File: src/rtl/wscf_pkg.sv
// ----------------------------------------------------------------------------
// wscf_pkg
// Shared types, constants and helpers of the window sum contrast filter.
// ----------------------------------------------------------------------------
package wscf_pkg;

    // configuration register indexes
    localparam logic [1:0] CFG_GAIN   = 2'd0;
    localparam logic [1:0] CFG_WIDTH  = 2'd1;
    localparam logic [1:0] CFG_HEIGHT = 2'd2;

    localparam int          DIM_W       = 13;
    localparam logic [12:0] WIDTH_RST   = 13'd640;
    localparam logic [12:0] HEIGHT_RST  = 13'd480;
    localparam int          DIM_LIMIT   = 8191;

    // divisor of the contrast term and its rounded-up reciprocal
    localparam logic [63:0] DIVISOR     = 64'(5 * 5 * 255 * 3 * 255);
    localparam int          RECIP_SHIFT = 54;
    localparam logic [63:0] RECIP_FULL  =
        ((64'd1 << RECIP_SHIFT) + DIVISOR - 64'd1) / DIVISOR;
    localparam logic [31:0] RECIP       = RECIP_FULL[31:0];

    typedef struct packed {
        logic [7:0] red_in;
        logic [7:0] green_in;
        logic [7:0] blue_in;
        logic       drain;
    } t_in;

    typedef struct packed {
        logic [7:0] red_out;
        logic [7:0] green_out;
        logic [7:0] blue_out;
        logic       frame_end;
    } t_out;

    // one queued beat: pixel {b,g,r}, its column and the result it causes
    typedef struct packed {
        logic [23:0] pix;
        logic [12:0] col;
        logic        res;
        logic        inter;
        logic        fend;
    } t_entry;

    // r+g+b of one packed pixel
    function automatic logic [9:0] rgb_sum(input logic [23:0] p);
        rgb_sum = 10'(p[7:0]) + 10'(p[15:8]) + 10'(p[23:16]);
    endfunction

endpackage

File: src/rtl/wscf_queue.sv
// ----------------------------------------------------------------------------
// wscf_queue
// Four-entry queue between the classifier and the filter datapath.
// ----------------------------------------------------------------------------
module wscf_queue import wscf_pkg::*; (
    input  logic   i_clk,
    input  logic   i_rst_n,
    input  logic   i_push_valid,
    output logic   o_push_ready,
    input  t_entry i_push_data,
    output logic   o_pop_valid,
    input  logic   i_pop_ready,
    output t_entry o_pop_data
);

    localparam int DEPTH = 4;
    localparam int PW    = $clog2(DEPTH);

    t_entry        r_mem [DEPTH];
    logic [PW-1:0] r_wr_ptr;
    logic [PW-1:0] r_rd_ptr;
    logic [PW:0]   r_count;
    logic          w_push;
    logic          w_pop;

    assign o_push_ready = (r_count != (PW+1)'(DEPTH));
    assign o_pop_valid  = (r_count != '0);
    assign o_pop_data   = r_mem[r_rd_ptr];
    assign w_push       = i_push_valid && o_push_ready;
    assign w_pop        = o_pop_valid && i_pop_ready;

    // storage
    always_ff @(posedge i_clk) begin
        if (w_push) begin
            r_mem[r_wr_ptr] <= i_push_data;
        end
    end

    // pointers and fill level
    always_ff @(posedge i_clk) begin
        if (!i_rst_n) begin
            r_wr_ptr <= '0;
            r_rd_ptr <= '0;
            r_count  <= '0;
        end else begin
            if (w_push) begin
                r_wr_ptr <= r_wr_ptr + PW'(1);
            end
            if (w_pop) begin
                r_rd_ptr <= r_rd_ptr + PW'(1);
            end
            if (w_push && !w_pop) begin
                r_count <= r_count + (PW+1)'(1);
            end else if (w_pop && !w_push) begin
                r_count <= r_count - (PW+1)'(1);
            end
        end
    end

endmodule

File: config.mk
export PLATFORM = sky130hd
export DESIGN_NAME = wscf_queue
export DESIGN_NICKNAME = d
export VERILOG_FILES = /design/src/rtl/wscf_pkg.sv /design/src/rtl/wscf_queue.sv
export SDC_FILE = /design/constraint.sdc
export NUM_CORES = 1
export LEC_CHECK = 0
export BUFFER_PORTS_ARGS = -buffer_cell sky130_fd_sc_hd__buf_2
export CAP_MARGIN = 5
export CORE_MARGIN = 4
export CORE_UTILIZATION = 45
export CTS_CLUSTER_DIAMETER = 150
export DETAILED_ROUTE_END_ITERATION = 10
export PLACE_DENSITY = 0.76
export SLEW_MARGIN = 15
export SYNTH_ARGS = -nofsm -noshare
export SYNTH_HDL_FRONTEND = slang
export SYNTH_SLANG_ARGS = --single-unit
File: constraint.sdc
create_clock -name i_clk -period 2.7 [get_ports i_clk]
set_input_delay 0.27 -clock i_clk [delete_from_list [all_inputs] [get_ports i_clk]]
set_output_delay 0.27 -clock i_clk [all_outputs]
set_load 0.01 [all_outputs]
==> flow_metrics.py <==
metrics = {
    "status": {
        "status": "complete, no violations",
    },
    "sta": {
        "finalMaxSlewViolations": 0,
        "final.setup_skew_ps": 8.106,
        "fin_crit_sh_pct": 90.18,
        "rsz_0062_raised_after_global_routing": "no",
        "report.final.hold_viol_count": 0,
        "report.final.setup_viol": 0,
        "max_freq_mhz": 410.7,
        "worst_pin_slew_ps": 487.8,
        "timing.max_slew.rel_slack_pct": 67.48,
        "fin_setup_tns_ps": 0,
        "post-route-min-period_ps": 2435,
        "setup_slack_ps": 265.2,
    },
    "worst_hold_path": {
        "timing.hold.worst.class": "primary input to register",
    },
    "synth": {
        "synth_largest_type_area_fraction_pct": 76.11,
        "syn_nets": 307,
        "synthesis.instances": 257,
        "synth.top_cells.by_area": "edfxtp_1 76%, mux4_2 14%, dfxtp_1 2.9%, buf_12 1.3%, ha_1 0.99%",
        "synth-seq-cells": 169,
        "post_synth_arst_share_pct": 0,
        "synth.avg_cell_area_um2": 24.56,
        "synth_area_um2": 6312,
        "synth_cell_types": 23,
        "top_ff_cell_synth": "edfxtp_1",
        "netlist.top_cell.by_area": "edfxtp_1",
        "count_of_flip_flops_with_a_built_in_enable_after_synthesis": 160,
        "synth_seq_area_share_pct": 78.97,
        "synth.yosys.warnings": 0,
    },
    "final_layout": {
        "area_growth_pct": 19.07,
        "drive_gt1_share_pct": 45.19,
        "ff_latch_area_um2": 4990,
        "insertedDiodeCount": 0,
        "multi_input_comb_area_um2": 1206,
        "fillerInstances": 1047,
        "finalInstanceArea_um2": 7516,
        "layout.cells.most_common_list": "160 x edfxtp_1, 85 x buf_2, 40 x mux4_2",
        "layout.cells.most_common": "edfxtp_1",
        "nNetsFinal": 411,
    },
    "die": {
        "dieArea_um2": 15990,
        "floorplan.initialDensity_pct": 45.65,
        "io_pins": 86,
        "placement_rows": 43,
        "fp.dieW_um": 126.4,
        "die_h_um": 126.4,
        "core-area_um2": 13830,
    },
    "placement": {
        "count_of_input_and_output_buffers": 85,
        "placed_cell_area_um2": 6970,
        "gp_routability_congestion": 0.7485,
        "dp_worst_setup_slack_ps": 306.6,
        "detailedPlacementHpwl_um": 7156,
    },
    "global_route": {
        "pin_count_of_the_biggest_net_entering_global_routing": 26,
        "grt_first_pass_wirelength_um": 17640,
        "grt.overflow.total": 0,
        "grt_pass1_vias": 3171,
        "globalRouteTotalUtil_pct": 14.91,
        "grt_antenna_before_repair": 1,
    },
    "route": {
        "viasPerCell": 5.179,
        "post-route-drc-count": 0,
        "wirelength_met1_um": 4560,
        "wirelength_um": 10960,
        "dr_wl_met2_um": 5399,
        "topRoutingLayerUsed": "met5",
        "drt_iter0_markers": 236,
        "detailroute.via_count": 2869,
        "firstDrtPassIters": 4,
        "antenna_violating_nets_left": 0,
        "met3_length_um": 841,
        "routed_wire_length_per_instance_um": 19.79,
    },
    "worst_setup_path": {
        "worstSetupPathType": "register to register",
        "critPathArrivalTime_ps": 2750,
        "required_ps": 3020,
        "critPathMaxFanout": 7,
        "timing.critical_path.from_type": "register",
        "critical_path_endpoint_category": "register",
    },
    "clock_tree": {
        "clock_tree_from_tritoncts": "done",
        "h-tree-depth": 4,
        "clock-root-buffer": "clkbuf_16",
        "insertion_delay_ps": 420,
        "cts_made_buffers": 17,
        "cts.path.max_buffers": 2,
        "cts.hold.buffers_added": 0,
        "post_cts_buffers": 0,
        "clock_sinks": 169,
        "clkTransAtPathRegs_ps": 60,
        "post_cts_sizing": 0,
    },
    "flow_run": {
        "max_capacitance_violation_count": 0,
    },
    "pwr": {
        "leakagePower_nw": 2.539,
        "worst_ir_drop_vdd_mv": 0.5389,
        "pwr_density_cell_nw_per_um2": 954.6,
    },
}
cell type report:
cell class,instances,share of cell area [%]
Clock buffer,26,6.376
Clock inverter,6,0.8823
Inverter,3,0.1498
Multi-Input combinational cell,75,16.05
Sequential cell,169,66.39
Tap cell,180,2.997
Timing Repair Buffer,95,7.158
cell families (layout without fill, tap and decap cells):
logic type / Yosys count / in the layout / synth area share, %
simple gates: 17 / 17 / 1.447
fa+ha+maj: 6 / 6 / 1.308
xor+xnor: 4 / 4 / 0.5551
buf+inv: 13 / 130 / 2.002
flops: 169 / 169 / 78.97
mux: 43 / 43 / 14.75
compound gates: 5 / 5 / 0.9713
layer usage:
metal	GRT usage, %	vias up
met4	5.868	2
met3	6.147	17
met5	0	-
met1	18.90	1483
met2	23.10	88
li1	-	1279
cell usage after synthesis, drive strengths merged (2+ instances only):
master / number
dfxtp: 9
mux2i: 3
buf: 9
xnor2: 3
edfxtp: 160
or3: 2
a21boi: 2
inv: 3
ha: 5
mux4: 40
and2: 8
nand2: 5
metrics by stage:
step	hold WS, ps	utilization, %	power, mW	instances
2_1_floorplan	368.9	-	4.538	257
3_3_place_gp	481.6	50.41	5.003	522
4_1_cts	38.57	54.36	7.282	554
6_report	68.16	54.36	7.175	554
3_5_place_dp	489.4	50.41	5.055	522
5_1_grt	41.47	54.36	7.545	554
worst paths after layout:
path | from | cells past startpoint | to | slack (ps)
min | i_push_data[35] | 1 | r_mem[1][35] | 70
min reg2reg | r_wr_ptr[1] | 2 | r_wr_ptr[1] | 510
max | r_count[0] | 8 | r_count[2] | 270
max reg2reg | r_count[0] | 8 | r_count[2] | 270
critical path, stage by stage, from the launching register on:
cell and delay (ps):
dfxtp_1 510, nor2_1 110, a21boi_2 320, ha_1 250, inv_1 60, fa_1 370
xor2_1 180, or3_1 310, a21boi_0 230
report_power, final:
part,total [mW],switching [mW],internal [mW]
registers,3.38,0.185,3.19
logic,1.58,0.759,0.818
clock network,2.22,0.903,1.32
total,7.17,1.85,5.33
registers in the layout, summed over array words and instances (netlist names), named ones only:
signal and flops:
r_mem 160, r_count 3, r_rd_ptr 2, r_wr_ptr 2
(Power assumes the default switching activity.)
