==> src/rtl/wscf_pkg.sv <==
// ----------------------------------------------------------------------------
// wscf_pkg
// Shared types, constants and helpers of the window sum contrast filter.
// ----------------------------------------------------------------------------
package wscf_pkg;

    // configuration register indexes
    localparam logic [1:0] CFG_GAIN   = 2'd0;
    localparam logic [1:0] CFG_WIDTH  = 2'd1;
    localparam logic [1:0] CFG_HEIGHT = 2'd2;

    localparam int          DIM_W       = 13;
    localparam logic [12:0] WIDTH_RST   = 13'd640;
    localparam logic [12:0] HEIGHT_RST  = 13'd480;
    localparam int          DIM_LIMIT   = 8191;

    // divisor of the contrast term and its rounded-up reciprocal
    localparam logic [63:0] DIVISOR     = 64'(5 * 5 * 255 * 3 * 255);
    localparam int          RECIP_SHIFT = 54;
    localparam logic [63:0] RECIP_FULL  =
        ((64'd1 << RECIP_SHIFT) + DIVISOR - 64'd1) / DIVISOR;
    localparam logic [31:0] RECIP       = RECIP_FULL[31:0];

    typedef struct packed {
        logic [7:0] red_in;
        logic [7:0] green_in;
        logic [7:0] blue_in;
        logic       drain;
    } t_in;

    typedef struct packed {
        logic [7:0] red_out;
        logic [7:0] green_out;
        logic [7:0] blue_out;
        logic       frame_end;
    } t_out;

    // one queued beat: pixel {b,g,r}, its column and the result it causes
    typedef struct packed {
        logic [23:0] pix;
        logic [12:0] col;
        logic        res;
        logic        inter;
        logic        fend;
    } t_entry;

    // r+g+b of one packed pixel
    function automatic logic [9:0] rgb_sum(input logic [23:0] p);
        rgb_sum = 10'(p[7:0]) + 10'(p[15:8]) + 10'(p[23:16]);
    endfunction

endpackage

==> src/rtl/wscf_front.sv <==
// ----------------------------------------------------------------------------
// wscf_front
// Config registers, raster counters and per-beat classification.
// ----------------------------------------------------------------------------
module wscf_front import wscf_pkg::*; #(
    parameter int MAX_WIDTH  = 4096,
    parameter int MAX_HEIGHT = 4096
) (
    input  logic        i_clk,
    input  logic        i_rst_n,
    input  logic        i_valid,
    output logic        o_ready,
    input  t_in         i_data,
    input  logic        i_cfg_valid,
    output logic        o_cfg_ready,
    input  logic [1:0]  i_cfg_index,
    input  logic [12:0] i_cfg_data,
    output logic        o_push_valid,
    input  logic        i_push_ready,
    output t_entry      o_push_data,
    output logic [8:0]  o_gain
);

    localparam int WCAP = (MAX_WIDTH > DIM_LIMIT) ? DIM_LIMIT : MAX_WIDTH;
    localparam int HCAP = (MAX_HEIGHT > DIM_LIMIT) ? DIM_LIMIT : MAX_HEIGHT;
    localparam int CW   = $clog2(WCAP);
    localparam logic [12:0] WMAX = 13'(WCAP);
    localparam logic [12:0] HMAX = 13'(HCAP);

    logic [8:0]    r_gain;
    logic [12:0]   r_width;
    logic [12:0]   r_height;
    logic [CW-1:0] r_col;
    logic [13:0]   r_row;
    logic [14:0]   r_lead;
    logic [CW-1:0] r_ocol;
    logic [12:0]   r_orow;

    logic [12:0] w_eff;
    logic [12:0] h_eff;
    logic [14:0] w_lim;
    logic        w_in_frame;
    logic        w_skip;
    logic        w_accept;
    logic        w_res;
    logic        w_inter;
    logic        w_fend;

    // effective frame size
    always_comb begin
        w_eff = (r_width == 13'd0) ? 13'd1 : ((r_width > WMAX) ? WMAX : r_width);
        h_eff = (r_height == 13'd0) ? 13'd1 : ((r_height > HMAX) ? HMAX : r_height);
    end

    // classification of the current beat
    always_comb begin
        w_lim      = {1'b0, w_eff, 1'b0} + 15'd2;
        w_in_frame = r_row < {1'b0, h_eff};
        w_skip     = i_data.drain && w_in_frame;
        w_accept   = i_valid && i_push_ready;
        w_res      = (r_lead == w_lim);
        w_inter    = (r_orow >= 13'd2) && ((14'(r_orow) + 14'd2) < {1'b0, h_eff})
                  && (14'(r_ocol) >= 14'd2) && ((14'(r_ocol) + 14'd2) < {1'b0, w_eff});
        w_fend     = (r_orow == (h_eff - 13'd1)) && (13'(r_ocol) == (w_eff - 13'd1));
    end

    assign o_ready      = i_push_ready;
    assign o_cfg_ready  = 1'b1;
    assign o_gain       = r_gain;
    assign o_push_valid = w_accept && !w_skip;

    always_comb begin
        o_push_data.pix   = {i_data.blue_in, i_data.green_in, i_data.red_in};
        o_push_data.col   = 13'(r_col);
        o_push_data.res   = w_res;
        o_push_data.inter = w_inter;
        o_push_data.fend  = w_fend;
    end

    // registers and counters
    always_ff @(posedge i_clk) begin
        if (!i_rst_n) begin
            r_gain   <= 9'd0;
            r_width  <= WIDTH_RST;
            r_height <= HEIGHT_RST;
            r_col    <= '0;
            r_row    <= '0;
            r_lead   <= '0;
            r_ocol   <= '0;
            r_orow   <= '0;
        end else if (i_cfg_valid) begin
            unique case (i_cfg_index)
                CFG_GAIN: begin
                    r_gain <= i_cfg_data[8:0];
                end
                CFG_WIDTH: begin
                    r_width <= i_cfg_data;
                    r_col   <= '0;
                    r_row   <= '0;
                    r_lead  <= '0;
                    r_ocol  <= '0;
                    r_orow  <= '0;
                end
                CFG_HEIGHT: begin
                    r_height <= i_cfg_data;
                    r_col    <= '0;
                    r_row    <= '0;
                    r_lead   <= '0;
                    r_ocol   <= '0;
                    r_orow   <= '0;
                end
                default: begin
                end
            endcase
        end else if (w_accept && !w_skip) begin
            if (w_res && w_fend) begin
                // last result of the frame restarts everything
                r_col  <= '0;
                r_row  <= '0;
                r_lead <= '0;
                r_ocol <= '0;
                r_orow <= '0;
            end else begin
                if ((14'(r_col) + 14'd1) >= {1'b0, w_eff}) begin
                    r_col <= '0;
                    r_row <= r_row + 14'd1;
                end else begin
                    r_col <= r_col + CW'(1);
                end
                if (!w_res) begin
                    r_lead <= r_lead + 15'd1;
                end else if ((14'(r_ocol) + 14'd1) >= {1'b0, w_eff}) begin
                    r_ocol <= '0;
                    r_orow <= r_orow + 13'd1;
                end else begin
                    r_ocol <= r_ocol + CW'(1);
                end
            end
        end
    end

endmodule

==> config.mk <==
export PLATFORM = sky130hd
export DESIGN_NAME = wscf_front
export DESIGN_NICKNAME = d
export VERILOG_FILES = /design/src/rtl/wscf_pkg.sv /design/src/rtl/wscf_front.sv
export SDC_FILE = /design/constraint.sdc
export NUM_CORES = 1
export LEC_CHECK = 0
export BUFFER_PORTS_ARGS = -buffer_cell sky130_fd_sc_hd__buf_2
export CORE_UTILIZATION = 30
export DETAILED_ROUTE_END_ITERATION = 12
export HOLD_SLACK_MARGIN = 0.05
export PLACE_DENSITY_LB_ADDON = 0.12
export SLEW_MARGIN = 20
export SYNTH_ARGS = -nofsm -noshare
export SYNTH_HDL_FRONTEND = slang
export SYNTH_SLANG_ARGS = --single-unit
==> constraint.sdc <==
create_clock -name i_clk -period 5 [get_ports i_clk]
set_input_delay 0 -clock i_clk [delete_from_list [all_inputs] [get_ports i_clk]]
set_output_delay 0 -clock i_clk [all_outputs]
set_load 0.01 [all_outputs]
==> results.md <==
- The flow ran to the end, and the final reports show no timing, DRC or antenna violations.
- By area the synthesized netlist is led by sky130_fd_sc_hd__dfxtp_1 23%, sky130_fd_sc_hd__ha_1 11%, sky130_fd_sc_hd__xnor2_1 6.8%, sky130_fd_sc_hd__nand2_1 5.4%, sky130_fd_sc_hd__nor2_1 3.9%.
- The max-capacitance violation count is 0.
- The kind of launch point of the worst setup path is a flip-flop.
- For flop-to-flop paths, the worst setup slack is around 430 ps.
- For this configuration, the core starts out at a cell density of 30.5%.
- Leaving out fill and tap cells, the most frequent cells in the layout are 127 x sky130_fd_sc_hd__nand2_1, 101 x sky130_fd_sc_hd__dfxtp_1, 90 x sky130_fd_sc_hd__nor2_1.
- The TritonCTS clock tree is yes.
- Summed over all instances, the cell type with the most area after synthesis is sky130_fd_sc_hd__dfxtp_1.
- The pin count of the biggest net entering global routing is 56.
- In this run, the number of DRC markers left after iteration 0 of detailed routing was about 600.
- The count of buffers added by post-CTS timing repair for setup is 0.
- For this run, the top clock speed supported by timing is roughly 0.22 GHz.
- The clock drives 101 sinks.
- In this run the standard cell core region covers 28700 sq um.
- The footprint of the flip-flops and latches is 2020 sq um.
- The y dimension of the die is ~170 microns.
- The slowest stage of the critical path belongs to the cell sky130_fd_sc_hd__or4_1.
- The routed design has just under 30 mm of wire.
- At the end of the flow the core is filled with cells to around a third.
- Final hold analysis gives a worst-case slack of between 150 and 200 ps.
- At the end of routability-driven placement, the weighted congestion stood at about 0.85.
- For the final routed database, the setup TNS stands at 0 ps.
- The register bit count reported by yosys is about 100.
- The worst relative slew slack is 54.7%.
- Compared with the post-synthesis result, the final layout area differs by 13.2%.
- The post-CTS clock slew at the launch and capture registers of the worst setup and hold paths is roughly 80 ps.
- The critical path's largest stage delay is a little under 700 ps.
- The via count of the first global-routing pass is roughly 8000.
- Setup repair after global routing left no endpoint under its margin.
- The path with the worst hold slack has its endpoint at o_gain[8].
- In this run the critical register-to-register path is launched from r_height[0].
- The critical path goes through or4_1, nor4_1, o21a_1, inv_1, ha_1, and2_1, o41ai_2, a21oi_1, xnor2_1, a2111oi_0, a21boi_2, a211oi_2, a21oi_4, or4b_1, a21oi_1.
- The via-per-instance ratio is 5.26.
- In the global route stage, overall resource usage came out at about a fifth.
- The post-placement setup slack is about 480 ps.
- The class of the most critical setup path is flip-flop to flip-flop.
- The most frequent standard cell in the layout excluding fill and tap cells is sky130_fd_sc_hd__nand2_1.
- For this run, asynchronously set or reset flops after synthesis account for 0%.
- Dividing the final minimum period by the clock period gives ~91%.
- In the final routed layout, each cell accounts on average for ~19 microns.
- The worst hold path belongs to the class primary input to flip-flop.
- The main flop type after synthesis is sky130_fd_sc_hd__dfxtp_1.
- Along the worst path, the maximum fanout reaches 9.
- The total power per unit cell area is roughly 190 nW/um^2.
- The actual transition at the worst max-transition pin is slightly below 700 ps.
- The synthesized netlist cell count is roughly 1200.
- The most prevalent standard cell on the critical path is sky130_fd_sc_hd__a21oi_1.
- Once detail routing completed, the nets flagged for antenna violations numbered 0.
- The die covers between 20000 and 30000 sq um.
- The remaining global-route overflow is 0.
- The number of rows created at floorplan is 62.
- The number of synthesized flops with an enable pin is 0.
- Buffers placed on the I/O ports in this run total 46.
- The arrival time of data at the critical path endpoint is ~4900 ps.
- The proportion of layout cells with a drive suffix above 1 is 10.4%.
- Clock tree synthesis inserted a total of 9 buffers.
- Detailed routing inserted a total of between 8000 and 9000 vias.
- The number of max-slew violations in the final report was 0.
- The HPWL after detailed placement is 22.7 mm.
- Summed over all cells, the static leakage comes to ~3.9 nW.
- Subtracting the final worst setup slack from the clock period gives 4570 ps.
- The sequential-to-total area share from yosys stat is around 23%.
- The cell depth of the worst min-delay path is 3.
- Setup violations remaining at the end of the flow were counted as 0.
- The number of I/O pins is 97.
- The peak supply drop is roughly 0.00022 V.
- The number of buffers on the longest clock path is 2.
- The first detailed-routing pass ran for 5 iterations.
- After synthesis, the largest area contributor takes up around 23% of total cell area.
- The type of destination of the critical path is a flip-flop.
- 0 antenna diodes ended up in the layout.
- The number of warning messages in the yosys log is 0.
- The worst path meets setup with about 430 ps of slack.
- The mean area per synthesized cell is about 7.6 sq um.
- The number of remaining DRC errors is 0.
- The clock reaches the later pin of the worst-skew pair after between 300 and 400 ps.
- The buffer type at the clock tree root is sky130_fd_sc_hd__clkbuf_16.
- The number of buffers inserted by hold repair at cts is 37.
- The number of gates resized after CTS was 0.
- The first global-routing pass estimated about 46 mm of wire.
- After filler insertion, the fill cell instance count of the layout stands at around 3100.
- The hold path startpoint is i_cfg_valid.
- The final layout contains 1308 nets.
- The number of different library cells in the post-synthesis netlist is between 70 and 80.
- The worst reg2reg path depth is 15.
- For the worst setup path, the data required time is ~5300 ps.
- The die boundary width is between 150 and 200 microns.
- The final-report hold violation count is 0.
- The number of antenna violations at the first check in global routing is 0.
- The area of combinational cells with multiple inputs is 6110 sq um.
- Summing internal, switching and leakage power gives between 1.5 and 2 mW.
- The number of nets produced by synthesis is between 1000 and 1500.
- In this run the critical register-to-register path is captured at r_orow[9].
- The final clock skew is between 10 and 15 ps.
- The maximum level of the CTS H-tree is 3.
- The synthesized area is 8770 sq um.
==> report_power, final <==
group | total (mW) | internal (mW) | leakage [nW] | switching [mW]
clock | 0.714 | 0.347 | 0.142 | 0.367
sequential | 0.837 | 0.819 | 0.817 | 0.0186
combinational | 0.364 | 0.145 | 2.96 | 0.220
total | 1.92 | 1.31 | 3.92 | 0.605
==> metal layers <==
layer | track usage, % | vias up | part of all wire (%)
met5 | 0 | - | 0
met4 | 5.68 | 0 | 2.0
met3 | 2.51 | 33 | 3.5
met2 | 32.0 | 169 | 46
met1 | 27.2 | 3936 | 49
li1 | - | 4134 | -
==> worst max-delay path, delay by kind of cell (launching register included) <==
family                   cells  cell delay [ps]
adder cells (fa/ha/maj)      1              290
buffers and inverters        1               60
flip-flops                   1              350
XOR/XNOR                     1              150
AO/OA/AOI/OAI                8             1960
AND/OR/NAND/NOR              4             1710
==> synth_stat cells, types with 4 or more instances <==
library cell                  n
sky130_fd_sc_hd__a2111oi_0    6
sky130_fd_sc_hd__a211o_1      4
sky130_fd_sc_hd__a211oi_1    13
sky130_fd_sc_hd__a21boi_0    37
sky130_fd_sc_hd__a21o_1      16
sky130_fd_sc_hd__a21oi_1     46
sky130_fd_sc_hd__a31o_2       8
sky130_fd_sc_hd__a31oi_1      9
sky130_fd_sc_hd__and2_1      11
sky130_fd_sc_hd__and3_1      20
sky130_fd_sc_hd__buf_1        8
sky130_fd_sc_hd__buf_2        8
sky130_fd_sc_hd__buf_4       30
sky130_fd_sc_hd__clkbuf_1    52
sky130_fd_sc_hd__dfxtp_1    101
sky130_fd_sc_hd__ha_1        80
sky130_fd_sc_hd__inv_1       43
sky130_fd_sc_hd__mux2i_1      9
sky130_fd_sc_hd__nand2_1    127
sky130_fd_sc_hd__nand2b_1    18
sky130_fd_sc_hd__nand3_1     56
sky130_fd_sc_hd__nand4_1     33
sky130_fd_sc_hd__nor2_1      90
sky130_fd_sc_hd__nor2b_1     26
sky130_fd_sc_hd__nor3_1      32
sky130_fd_sc_hd__nor3b_1      7
sky130_fd_sc_hd__nor4_1      14
sky130_fd_sc_hd__o211ai_1     7
sky130_fd_sc_hd__o21a_1      14
sky130_fd_sc_hd__o21ai_0     27
sky130_fd_sc_hd__o2bb2ai_1    4
sky130_fd_sc_hd__o311ai_0     5
sky130_fd_sc_hd__o31ai_1      4
sky130_fd_sc_hd__or3_1       13
sky130_fd_sc_hd__or4_1        6
sky130_fd_sc_hd__xnor2_1     68
sky130_fd_sc_hd__xor2_1      36
==> stage by stage <==
stage	std cells	area, sq um
2_1_floorplan	1150	8770
3_3_place_gp	1519	9280
3_5_place_dp	1519	9280
4_1_cts	1572	9930
5_1_grt	1572	9930
6_report	1572	9930
==> sequential cells by signal, summed over array words and instances (netlist names) <==
| signal | flops |
|---|---|
| o_gain | 9 |
| r_orow | 13 |
| r_width | 13 |
| r_row | 14 |
| r_col | 12 |
| r_lead | 15 |
| r_ocol | 12 |
| r_height | 13 |
==> worst max-delay path by stage <==
stage                      from         to  slack (ps)  cells after the start
floorplan           r_height[7]  r_orow[5]        1000                     17
global placement    r_height[4]  r_orow[9]         490                     15
detailed placement  r_height[0]  r_orow[9]         480                     15
CTS                 r_height[0]  r_orow[9]         470                     15
global route        r_height[4]  r_row[12]          40                     16
finish              r_height[0]  r_orow[9]         430                     15
==> layout make-up <==
| class | count | area share [%] |
|---|---|---|
| Clock buffer | 9 | 2.27 |
| Clock inverter | 7 | 0.567 |
| Inverter | 43 | 1.63 |
| Multi-Input combinational cell | 908 | 61.5 |
| Sequential cell | 101 | 20.4 |
| Tap cell | 384 | 4.84 |
| Timing Repair Buffer | 120 | 8.85 |
==> cell families (layout without fill, tap and decap cells) <==
logic type / after synthesis / count (layout) / share of synthesized area (%)
DFF: 101 / 101 / 23.1
and+or+nand+nor: 474 / 474 / 27.1
buffers and inverters: 141 / 179 / 7.43
other: 2 / 2 / 0.0856
xor gates and xnor gates: 104 / 104 / 10.4
adders and majority gates: 80 / 80 / 11.4
AOI/OAI and AO/OA: 238 / 238 / 19.4
muxes: 10 / 10 / 1.16
Note: power is estimated with default switching activity, not from simulation.
